## src/hw/rtl/cnbt_pkg.sv

```systemverilog
// Types and constants of the CAN nominal bit timing unit.
`default_nettype none

package cnbt_pkg;

   localparam int CLOCK_HZ_W    = 30;
   localparam int BIT_RATE_W    = 24;
   localparam int PRESCALER_W   = 10;
   localparam int SEGMENT_ONE_W = 9;
   localparam int SEGMENT_TWO_W = 8;
   localparam int TIMING_WORD_W = 32;
   localparam int STATUS_W      = 2;

   localparam logic [CLOCK_HZ_W-1:0] CLOCK_HZ_RESET = 30'd170000000;

   localparam int MAX_CLOCKS_PER_BIT = 384;
   localparam int PRESCALER_LIMIT    = 512;
   localparam int SEG_TWO_MAX        = 128;
   localparam int MIN_BIT_CLOCKS     = 3;
   localparam int SEG_DIVISOR        = 3;

   // Serial multiplier: the multiplier operand holds MAX_CLOCKS_PER_BIT + 1 or a prescaler.
   localparam int MPLIER_W   = 11;
   localparam int PRODUCT_W  = BIT_RATE_W + MPLIER_W;
   localparam int MUL_STEPS  = MPLIER_W;
   // Serial divider: one quotient bit per cycle over the clock word.
   localparam int DIV_STEPS  = CLOCK_HZ_W;
   localparam int STEP_CNT_W = 5;
   // Clocks per bit never exceed MAX_CLOCKS_PER_BIT.
   localparam int CLOCKS_W   = 9;

   typedef enum logic [STATUS_W-1:0] {
      STATUS_OK          = 2'd0,
      STATUS_ZERO_RATE   = 2'd1,
      STATUS_LOW_CLOCKS  = 2'd2,
      STATUS_PRESC_LIMIT = 2'd3
   } status_type;

endpackage

`default_nettype wire

```

## src/hw/rtl/cnbt_channels.sv

```systemverilog
// Valid/ready channel interfaces for requests and responses of the bit timing unit.
`default_nettype none

interface cnbt_req_if;
   import cnbt_pkg::*;

   logic                  valid;
   logic                  ready;
   logic [BIT_RATE_W-1:0] bit_rate;

   modport source (output valid, output bit_rate, input ready);
   modport sink (input valid, input bit_rate, output ready);
endinterface

interface cnbt_rsp_if;
   import cnbt_pkg::*;

   logic                     valid;
   logic                     ready;
   logic [PRESCALER_W-1:0]   prescaler;
   logic [SEGMENT_ONE_W-1:0] segment_one;
   logic [SEGMENT_TWO_W-1:0] segment_two;
   logic [SEGMENT_TWO_W-1:0] jump_width;
   logic [TIMING_WORD_W-1:0] timing_word;
   status_type               status;

   modport source (output valid, output prescaler, output segment_one, output segment_two,
                   output jump_width, output timing_word, output status, input ready);
   modport sink (input valid, input prescaler, input segment_one, input segment_two,
                 input jump_width, input timing_word, input status, output ready);
endinterface

`default_nettype wire

```

## src/hw/rtl/can_nominal_bit_timing_unit.sv

```systemverilog
// CAN nominal bit timing unit: prescaler and segment search for a requested bit rate.
//
// A request on req_chan carries a bit rate in bits per second. The unit derives the
// smallest prescaler within MAX_CLOCKS_PER_BIT clocks per bit from the peripheral clock
// held in the csr register, splits the bit into sync, segment one and segment two,
// and returns one response on rsp_chan with the fields, the packed timing word and
// a status code. The user must write the csr register only while no request is in
// flight; the unit itself does not enforce this. A full request runs two serial
// shift-add multiplications and three restoring divisions, all on one shared
// bit-serial datapath, and then loads the response. A zero rate goes straight to
// the response, a prescaler overflow ends after the first division and too few
// clocks per bit end after the second division.
// The unit works on one request at a time; req_chan.ready is high only while it
// is idle, so a new request is accepted only once the previous one has left the
// datapath. The response register is separate from the datapath, so a new request
// is accepted while the previous response still waits; a finished result waits
// in the final step until the response register is free.
// Reset is synchronous and active high. It empties the sequencer and the response
// register and returns the clock register to 170 MHz.
`default_nettype none

module can_nominal_bit_timing_unit (
   input  wire logic                          clock,
   input  wire logic                          reset,
   cnbt_req_if.sink                           req_chan,
   cnbt_rsp_if.source                         rsp_chan,
   input  wire logic                          csr_wr_en,
   input  wire logic [cnbt_pkg::CLOCK_HZ_W-1:0] csr_wr_data
);
   import cnbt_pkg::*;

   // One-hot sequencer. Each state between idle and finish runs one serial operation.
   typedef enum logic [6:0] {
      ST_IDLE      = 7'b0000001,
      ST_MUL_LIMIT = 7'b0000010,
      ST_DIV_LIMIT = 7'b0000100,
      ST_MUL_BIT   = 7'b0001000,
      ST_DIV_BIT   = 7'b0010000,
      ST_DIV_SEG   = 7'b0100000,
      ST_FINISH    = 7'b1000000
   } state_type;

   state_type               state_ff, state_in;
   logic [STEP_CNT_W-1:0]   cnt_ff, cnt_in;
   logic [CLOCK_HZ_W-1:0]   clock_hz_ff, clock_hz_in;
   logic [BIT_RATE_W-1:0]   rate_ff, rate_in;
   logic [PRODUCT_W-1:0]    mcand_ff, mcand_in;
   logic [MPLIER_W-1:0]     mplier_ff, mplier_in;
   // Product accumulator, which then serves as the divisor.
   logic [PRODUCT_W-1:0]    dsr_ff, dsr_in;
   // Dividend shifts out at the top while quotient bits shift in at the bottom.
   logic [CLOCK_HZ_W-1:0]   dvd_ff, dvd_in;
   logic [PRODUCT_W-1:0]    rem_ff, rem_in;
   logic [PRESCALER_W-1:0]  presc_ff, presc_in;
   logic [CLOCKS_W-1:0]     clocks_ff, clocks_in;
   status_type              status_ff, status_in;

   logic                     rsp_valid_ff, rsp_valid_in;
   logic [PRESCALER_W-1:0]   rsp_presc_ff, rsp_presc_in;
   logic [SEGMENT_ONE_W-1:0] rsp_seg1_ff, rsp_seg1_in;
   logic [SEGMENT_TWO_W-1:0] rsp_seg2_ff, rsp_seg2_in;
   logic [TIMING_WORD_W-1:0] rsp_word_ff, rsp_word_in;
   status_type               rsp_status_ff, rsp_status_in;

   logic                    req_fire;
   logic                    step_last;
   logic [PRODUCT_W-1:0]    mul_acc;
   logic [PRODUCT_W:0]      div_shifted;
   logic [PRODUCT_W+1:0]    div_diff;
   logic                    div_fits;
   logic [PRODUCT_W-1:0]    div_rem;
   logic [CLOCK_HZ_W-1:0]   div_quot;
   logic [CLOCKS_W-1:0]     seg_quot;
   logic [SEGMENT_TWO_W-1:0] seg_two;
   logic [SEGMENT_ONE_W-1:0] seg_one;
   logic [PRESCALER_W-1:0]  presc_m1;
   logic [SEGMENT_ONE_W-1:0] seg_one_m1;
   logic [SEGMENT_TWO_W-1:0] seg_two_m1;
   logic                    rsp_free;

   assign req_chan.ready = (state_ff == ST_IDLE);
   assign req_fire       = req_chan.valid && req_chan.ready;
   assign rsp_free       = !rsp_valid_ff || rsp_chan.ready;

   // Shift-add step: add the shifted multiplicand when the current multiplier bit is set.
   assign mul_acc = mplier_ff[0] ? (dsr_ff + mcand_ff) : dsr_ff;

   // Restoring division step: one quotient bit per cycle.
   assign div_shifted = {rem_ff, dvd_ff[CLOCK_HZ_W-1]};
   assign div_diff    = {1'b0, div_shifted} - {2'b00, dsr_ff};
   assign div_fits    = !div_diff[PRODUCT_W+1];
   assign div_rem     = div_fits ? div_diff[PRODUCT_W-1:0] : div_shifted[PRODUCT_W-1:0];
   assign div_quot    = {dvd_ff[CLOCK_HZ_W-2:0], div_fits};

   // Segment two is a third of the quanta after sync, clamped to its legal range.
   assign seg_quot = dvd_ff[CLOCKS_W-1:0];
   always_comb begin
      priority if (seg_quot > CLOCKS_W'(SEG_TWO_MAX)) begin
         seg_two = SEGMENT_TWO_W'(SEG_TWO_MAX);
      end else if (seg_quot == '0) begin
         seg_two = SEGMENT_TWO_W'(1);
      end else begin
         seg_two = seg_quot[SEGMENT_TWO_W-1:0];
      end
   end
   assign seg_one    = clocks_ff - SEGMENT_ONE_W'(1) - {1'b0, seg_two};
   assign presc_m1   = presc_ff - PRESCALER_W'(1);
   assign seg_one_m1 = seg_one - SEGMENT_ONE_W'(1);
   assign seg_two_m1 = seg_two - SEGMENT_TWO_W'(1);

   assign step_last = (state_ff == ST_MUL_LIMIT || state_ff == ST_MUL_BIT)
                      ? (cnt_ff == STEP_CNT_W'(MUL_STEPS - 1))
                      : (cnt_ff == STEP_CNT_W'(DIV_STEPS - 1));

   always_comb begin
      state_in      = state_ff;
      cnt_in        = cnt_ff;
      clock_hz_in   = csr_wr_en ? csr_wr_data : clock_hz_ff;
      rate_in       = rate_ff;
      mcand_in      = mcand_ff;
      mplier_in     = mplier_ff;
      dsr_in        = dsr_ff;
      dvd_in        = dvd_ff;
      rem_in        = rem_ff;
      presc_in      = presc_ff;
      clocks_in     = clocks_ff;
      status_in     = status_ff;
      rsp_valid_in  = rsp_valid_ff && !rsp_chan.ready;
      rsp_presc_in  = rsp_presc_ff;
      rsp_seg1_in   = rsp_seg1_ff;
      rsp_seg2_in   = rsp_seg2_ff;
      rsp_word_in   = rsp_word_ff;
      rsp_status_in = rsp_status_ff;

      unique case (state_ff)
         ST_IDLE: begin
            if (req_fire) begin
               rate_in   = req_chan.bit_rate;
               mcand_in  = PRODUCT_W'(req_chan.bit_rate);
               mplier_in = MPLIER_W'(MAX_CLOCKS_PER_BIT + 1);
               dsr_in    = '0;
               cnt_in    = '0;
               if (req_chan.bit_rate == '0) begin
                  status_in = STATUS_ZERO_RATE;
                  state_in  = ST_FINISH;
               end else begin
                  status_in = STATUS_OK;
                  state_in  = ST_MUL_LIMIT;
               end
            end
         end
         ST_MUL_LIMIT, ST_MUL_BIT: begin
            dsr_in    = mul_acc;
            mcand_in  = {mcand_ff[PRODUCT_W-2:0], 1'b0};
            mplier_in = {1'b0, mplier_ff[MPLIER_W-1:1]};
            cnt_in    = cnt_ff + STEP_CNT_W'(1);
            if (step_last) begin
               cnt_in   = '0;
               dvd_in   = clock_hz_ff;
               rem_in   = '0;
               state_in = (state_ff == ST_MUL_LIMIT) ? ST_DIV_LIMIT : ST_DIV_BIT;
            end
         end
         ST_DIV_LIMIT: begin
            dvd_in = div_quot;
            rem_in = div_rem;
            cnt_in = cnt_ff + STEP_CNT_W'(1);
            if (step_last) begin
               cnt_in = '0;
               if (div_quot >= CLOCK_HZ_W'(PRESCALER_LIMIT)) begin
                  status_in = STATUS_PRESC_LIMIT;
                  state_in  = ST_FINISH;
               end else begin
                  presc_in  = div_quot[PRESCALER_W-1:0] + PRESCALER_W'(1);
                  mcand_in  = PRODUCT_W'(rate_ff);
                  mplier_in = MPLIER_W'(div_quot[PRESCALER_W-1:0] + PRESCALER_W'(1));
                  dsr_in    = '0;
                  state_in  = ST_MUL_BIT;
               end
            end
         end
         ST_DIV_BIT: begin
            dvd_in = div_quot;
            rem_in = div_rem;
            cnt_in = cnt_ff + STEP_CNT_W'(1);
            if (step_last) begin
               cnt_in = '0;
               if (div_quot < CLOCK_HZ_W'(MIN_BIT_CLOCKS)) begin
                  status_in = STATUS_LOW_CLOCKS;
                  state_in  = ST_FINISH;
               end else begin
                  // The quanta after the sync segment are divided by three next.
                  clocks_in = div_quot[CLOCKS_W-1:0];
                  dvd_in    = CLOCK_HZ_W'(div_quot[CLOCKS_W-1:0] - CLOCKS_W'(1));
                  rem_in    = '0;
                  dsr_in    = PRODUCT_W'(SEG_DIVISOR);
                  state_in  = ST_DIV_SEG;
               end
            end
         end
         ST_DIV_SEG: begin
            dvd_in = div_quot;
            rem_in = div_rem;
            cnt_in = cnt_ff + STEP_CNT_W'(1);
            if (step_last) begin
               cnt_in   = '0;
               state_in = ST_FINISH;
            end
         end
         ST_FINISH: begin
            // Hold the result until the response register can take it.
            if (rsp_free) begin
               rsp_valid_in  = 1'b1;
               rsp_status_in = status_ff;
               if (status_ff == STATUS_OK) begin
                  rsp_presc_in = presc_ff;
                  rsp_seg1_in  = seg_one;
                  rsp_seg2_in  = seg_two;
                  rsp_word_in  = {seg_two[6:0], presc_m1[8:0], seg_one_m1[7:0],
                                  1'b0, seg_two_m1[6:0]};
               end else begin
                  rsp_presc_in = '0;
                  rsp_seg1_in  = '0;
                  rsp_seg2_in  = '0;
                  rsp_word_in  = '0;
               end
               state_in = ST_IDLE;
            end
         end
         default: begin
            state_in = ST_IDLE;
         end
      endcase
   end

   always_ff @(posedge clock) begin
      if (reset) begin
         state_ff     <= ST_IDLE;
         cnt_ff       <= '0;
         clock_hz_ff  <= CLOCK_HZ_RESET;
         rsp_valid_ff <= 1'b0;
      end else begin
         state_ff     <= state_in;
         cnt_ff       <= cnt_in;
         clock_hz_ff  <= clock_hz_in;
         rsp_valid_ff <= rsp_valid_in;
      end
   end

   always_ff @(posedge clock) begin
      rate_ff       <= rate_in;
      mcand_ff      <= mcand_in;
      mplier_ff     <= mplier_in;
      dsr_ff        <= dsr_in;
      dvd_ff        <= dvd_in;
      rem_ff        <= rem_in;
      presc_ff      <= presc_in;
      clocks_ff     <= clocks_in;
      status_ff     <= status_in;
      rsp_presc_ff  <= rsp_presc_in;
      rsp_seg1_ff   <= rsp_seg1_in;
      rsp_seg2_ff   <= rsp_seg2_in;
      rsp_word_ff   <= rsp_word_in;
      rsp_status_ff <= rsp_status_in;
   end

   assign rsp_chan.valid       = rsp_valid_ff;
   assign rsp_chan.prescaler   = rsp_presc_ff;
   assign rsp_chan.segment_one = rsp_seg1_ff;
   assign rsp_chan.segment_two = rsp_seg2_ff;
   assign rsp_chan.jump_width  = rsp_seg2_ff;
   assign rsp_chan.timing_word = rsp_word_ff;
   assign rsp_chan.status      = rsp_status_ff;

endmodule

`default_nettype wire

```

## src/flat_wrapper.sv

```systemverilog
// flat-port wrapper written by rule: the top's interface ports become plain ports
module can_nominal_bit_timing_unit_flat import cnbt_pkg::*;
  (clock, reset, csr_wr_en, csr_wr_data, req_chan_valid, req_chan_bit_rate, req_chan_ready, rsp_chan_valid, rsp_chan_prescaler, rsp_chan_segment_one, rsp_chan_segment_two, rsp_chan_jump_width, rsp_chan_timing_word, rsp_chan_status, rsp_chan_ready);
  cnbt_req_if req_chan_i ();
  cnbt_rsp_if rsp_chan_i ();
  input  wire logic clock;
  input  wire logic reset;
  input  wire logic csr_wr_en;
  input  wire logic [cnbt_pkg::CLOCK_HZ_W-1:0] csr_wr_data;
  input wire logic [$bits(req_chan_i.valid)-1:0] req_chan_valid;
  input wire logic [$bits(req_chan_i.bit_rate)-1:0] req_chan_bit_rate;
  output wire logic [$bits(req_chan_i.ready)-1:0] req_chan_ready;
  output wire logic [$bits(rsp_chan_i.valid)-1:0] rsp_chan_valid;
  output wire logic [$bits(rsp_chan_i.prescaler)-1:0] rsp_chan_prescaler;
  output wire logic [$bits(rsp_chan_i.segment_one)-1:0] rsp_chan_segment_one;
  output wire logic [$bits(rsp_chan_i.segment_two)-1:0] rsp_chan_segment_two;
  output wire logic [$bits(rsp_chan_i.jump_width)-1:0] rsp_chan_jump_width;
  output wire logic [$bits(rsp_chan_i.timing_word)-1:0] rsp_chan_timing_word;
  output wire logic [$bits(rsp_chan_i.status)-1:0] rsp_chan_status;
  input wire logic [$bits(rsp_chan_i.ready)-1:0] rsp_chan_ready;
  assign req_chan_i.valid = req_chan_valid;
  assign req_chan_i.bit_rate = req_chan_bit_rate;
  assign req_chan_ready = req_chan_i.ready;
  assign rsp_chan_valid = rsp_chan_i.valid;
  assign rsp_chan_prescaler = rsp_chan_i.prescaler;
  assign rsp_chan_segment_one = rsp_chan_i.segment_one;
  assign rsp_chan_segment_two = rsp_chan_i.segment_two;
  assign rsp_chan_jump_width = rsp_chan_i.jump_width;
  assign rsp_chan_timing_word = rsp_chan_i.timing_word;
  assign rsp_chan_status = rsp_chan_i.status;
  assign rsp_chan_i.ready = rsp_chan_ready;
  can_nominal_bit_timing_unit u_core (.clock(clock), .reset(reset), .req_chan(req_chan_i), .rsp_chan(rsp_chan_i), .csr_wr_en(csr_wr_en), .csr_wr_data(csr_wr_data));
endmodule
```

## config.mk

```make
export PLATFORM = sky130hd
export DESIGN_NAME = can_nominal_bit_timing_unit_flat
export DESIGN_NICKNAME = d
export VERILOG_FILES = /design/src/hw/rtl/cnbt_pkg.sv /design/src/hw/rtl/cnbt_channels.sv /design/src/hw/rtl/can_nominal_bit_timing_unit.sv /design/src/flat_wrapper.sv
export SDC_FILE = /design/constraint.sdc
export NUM_CORES = 1
export LEC_CHECK = 0
export BUFFER_PORTS_ARGS = -buffer_cell sky130_fd_sc_hd__clkbuf_2
export CORE_MARGIN = 2
export CORE_UTILIZATION = 55
export CTS_CLUSTER_DIAMETER = 150
export DETAILED_ROUTE_END_ITERATION = 8
export PLACE_DENSITY = 0.73
export SYNTH_ARGS = -nofsm -noshare
export SYNTH_HDL_FRONTEND = slang
export SYNTH_SLANG_ARGS = --single-unit
export TNS_END_PERCENT = 100
```

## constraint.sdc

```tcl
create_clock -name clock -period 6.7 [get_ports clock]
set_clock_uncertainty 0.05 [all_clocks]
set_input_delay 0.67 -clock clock [delete_from_list [all_inputs] [get_ports clock]]
set_output_delay 0.67 -clock clock [all_outputs]
set_load 0.05 [all_outputs]
```

==> summary.txt <==
Synth
  – Post-synthesis simple-gate area fraction: 0.158
  – Avg Cell Area, Syn: 10.6 um^2
  – Post-synthesis instance area: 0.0157 mm^2
  – Syn Nets: approximately 1.6k
  – Post-synthesis adder-cell area fraction: 0.0699
  – Sequential share of the synthesized area: 0.521
  – Yosys warns: 0
  – Post-synthesis mux area share: 0.0134
  – Leading cell type by number of instances after synthesis: edfxtp_1
  – Post-Synth XOR/XNOR Area: 0.0490
  – Post-synth top cells: edfxtp_1 (244), nand2_1 (167), nor2_1 (156)
  – Async SR Flop Fraction: 0
  – Top-area cell type share of the netlist area: 0.466
  – Dominant synthesized flop cell: edfxtp_1
  – EDFF count, synth: 244
  – Synth area leaders: edfxtp_1 (47%), ha_1 (6.6%), dfxtp_1 (5.5%), nand2_1 (4.0%), nor2_1 (3.7%)
  – Largest family of logic cells by synthesized area: simple AND/OR/NAND/NOR gates
  – Cells after Synth: 1485
  – Library cells used by synthesis: 78
  – Synth Area in Compound Gates: 0.150
  – Synth Register Bits: 287
  – Synth area leader: edfxtp_1

Timing
  – Final setup vio count: 0
  – Fin crit share: 0.794
  – Tmin final: about 5.3 ns
  – Least-Margin Pin Slew: around 1.2 ns
  – Max Fclk: 188 MHz
  – Relative slew slack: 0.206
  – Final Hold Viols: 0
  – Final slew viol count: 0
  – TNS Setup: 0 ns
  – Unrepaired setup endpoints after global routing: false

Routing
  – Routed Antenna Nets: 0
  – Detailed Route WL: 33.7 mm
  – Via/cell ratio: 5.75
  – DRC: 0
  – Vias after detailed routing: 11.4k
  – DRT Pass-1 Iters: 5
  – Drt wl/cell: 17.0 um
  – Initial DRC count: 826

Cells and area
  – Layout cells sized above 1: 0.135
  – Area growth from synthesis to layout: 12.1%
  – Multi-input gate area: 0.00697 mm^2
  – Fill cells: 2296
  – Layout Nets: 1728
  – Register area: 0.00819 mm^2
  – # diodes: 0

Floorplan
  – I/O Pins: 130
  – Die height: 173 um
  – Full die area: 0.0300 mm^2
  – Core ar.: 0.0279 mm^2
  – Initial Utilization: 0.563
  – # rows: 61
  – Die Wd: ~170 um

GRT
  – Initial antenna violation count: 0
  – Largest net degree at the start of global routing: 54
  – First-pass GRT wire length: 55.7 mm
  – Global Route Usage Sum: 0.222
  – Vias in the first global route: roughly 11k
  – GRT overflow: 0

Clock tree
  – CTS-repair resized insts: 0
  – Hold_buf cts: 0
  – Clock sink count: 287
  – H-tree levels: 1
  – Clk_lat worst skew: 0.58 ns
  – Setup Fix Bufs, Post-CTS: 0
  – Number of buffers created by CTS: 31
  – Max clock buf depth: 3
  – CTS tree: done
  – Clock slew at reported path FFs: about 0.060 ns
  – Clock Tree Root: clkbuf_16

Placement
  – I/O Buffers: 128
  – Hpwl dp: 23.4 mm
  – Placer Congestion: between 0.9 and 1

Power
  – Leak: between 0.006 and 0.007 uW
  – Total power: 5350 uW
  – Comb power frac: 0.267
  – Power share of the clock group: 0.318
  – PwrDens: between 300 and 400 mW/mm^2
  – Max VDD drop: roughly 0.00032 V
  – Int Power: 3680 uW
  – Sw Pwr: between 1500 and 2000 uW
  – Sequential share of power: 0.416
  – Switch share: 0.311

Setup path
  – CP max stage delay: between 1 and 1.5 ns
  – Top delay family on crit path: simple AND/OR/NAND/NOR gates
  – Crit-path cells: ha_1 -> inv_1 -> fa_1 -> a211oi_1 -> nor2_1 -> a21oi_1 -> a21oi_4 -> a31oi_4 -> o41ai_4 -> a41o_2 -> ha_1 -> or3_1 -> nor4_4 -> nor2_2 -> nor2_1 -> nor4_4 -> buf_4
  – Kind of end point of the critical path: flop
  – Worst path depth: 17
  – Worst EP required: 6.90 ns
  – Reg2Reg Depth: 17
  – Setup Crit Path Kind: flop to flop
  – Reg-to-reg slack, setup: 1.38 ns
  – WP data arrival: 5.52 ns
  – Startpoint types: flop
  – Critical path buffer and inverter count: 2
  – Critical-path top delay cell: nor4_4
  – Max FO, Critical Path: 21

Job
  – Max-Cap Viols: 0

Worst hold path
  – Hold depth: 2
  – Worst hold path type: input pin to flop

Status
  – Status: finished clean
[registers in the layout (all words and copies together) (netlist names), 11 cells and up]
| register | count |
|---|---|
| u_core.rem_ff | 35 |
| u_core.dsr_ff | 35 |
| u_core.rate_ff | 24 |
| u_core.mplier_ff | 11 |
| u_core.dvd_ff | 30 |
| u_core.clock_hz_ff | 30 |
| u_core.mcand_ff | 35 |
| u_core.rsp_chan.timing_word | 30 |
[final timing paths]
kind                                          start                         to
worst min-delay path                csr_wr_data[14]     u_core.clock_hz_ff[14]
worst max register to register     u_core.dsr_ff[0]          u_core.dsr_ff[16]
worst min register to register  u_core.status_ff[1]  u_core.rsp_chan.status[1]
worst max-delay path               u_core.dsr_ff[0]          u_core.dsr_ff[16]
[per-stage QoR]
step | instance area, um^2 | setup WS (ns) | hold WS [ns] | utilization | instances
finish | 17600 | 1.38 | 0.250 | 0.631 | 1985
floorplan | 15700 | 0.879 | 0.371 | - | 1485
CTS | 17600 | 1.36 | 0.240 | 0.631 | 1985
global route | 17600 | 1.03 | 0.232 | 0.631 | 1985
global placement | 16600 | 1.56 | 0.413 | 0.594 | 1928
detailed placement | 16600 | 1.37 | 0.415 | 0.594 | 1928
[placed cells by master (no fill, tap or decap), types with 4 or more instances in the layout]
cell	n
nor3_2	4
nand2b_1	13
a21oi_1	95
o21ai_0	39
a211o_1	13
ha_1	83
o21ai_1	13
o21bai_1	10
nand4_1	14
edfxtp_1	244
a21o_1	30
xnor2_1	51
xor2_1	37
clkbuf_16	32
buf_4	10
clkbuf_8	6
nor2_1	154
clkbuf_1	7
and3_1	12
a31oi_1	10
and2_1	33
nor2b_1	16
inv_1	65
dfxtp_1	43
a221o_1	36
or2_2	4
mux2i_1	21
nor4_1	23
nor3_1	23
nor3b_1	4
nand3_1	30
a22o_1	8
nand2_1	166
a22oi_1	23
clkbuf_2	128
or3_1	8
a211oi_1	19
o21a_1	6
[per-layer routing]
layer	global-route usage	up-vias	part of all wire
met3	0.0295	55	0.051
met2	0.365	319	0.47
met5	0	-	0
met4	0.0597	0	0.022
met1	0.312	5384	0.46
li1	-	5659	-
[cells by family (layout without fill, tap and decap cells)]
logic type / count (synthesis) / count (layout)
xor+xnor: 88 / 88
fa+ha+maj: 86 / 86
mux: 21 / 21
flops: 287 / 287
other cells: 1 / 1
simple gates: 527 / 527
compound gates: 336 / 336
buf+inv: 139 / 261
[power groups by stage]
stage	Combinational, uW	Clock [uW]	Sequential, uW
floorplan	1120	0	2230
global route	1590	1800	2240
detailed placement	1410	0	2260
finish	1430	1700	2220
global placement	1380	0	2260
CTS	1420	1720	2220
[final cells by class]
type                       instances  share of cell area
clock inverter                    12             0.00632
clock buffer                      45              0.0516
tap                              378              0.0268
inverter                          66              0.0141
timing repair buffer             138              0.0406
sequential                       287               0.465
multi-input combinational       1059               0.396
No activity file was read; power rests on OpenSTA's default activity.
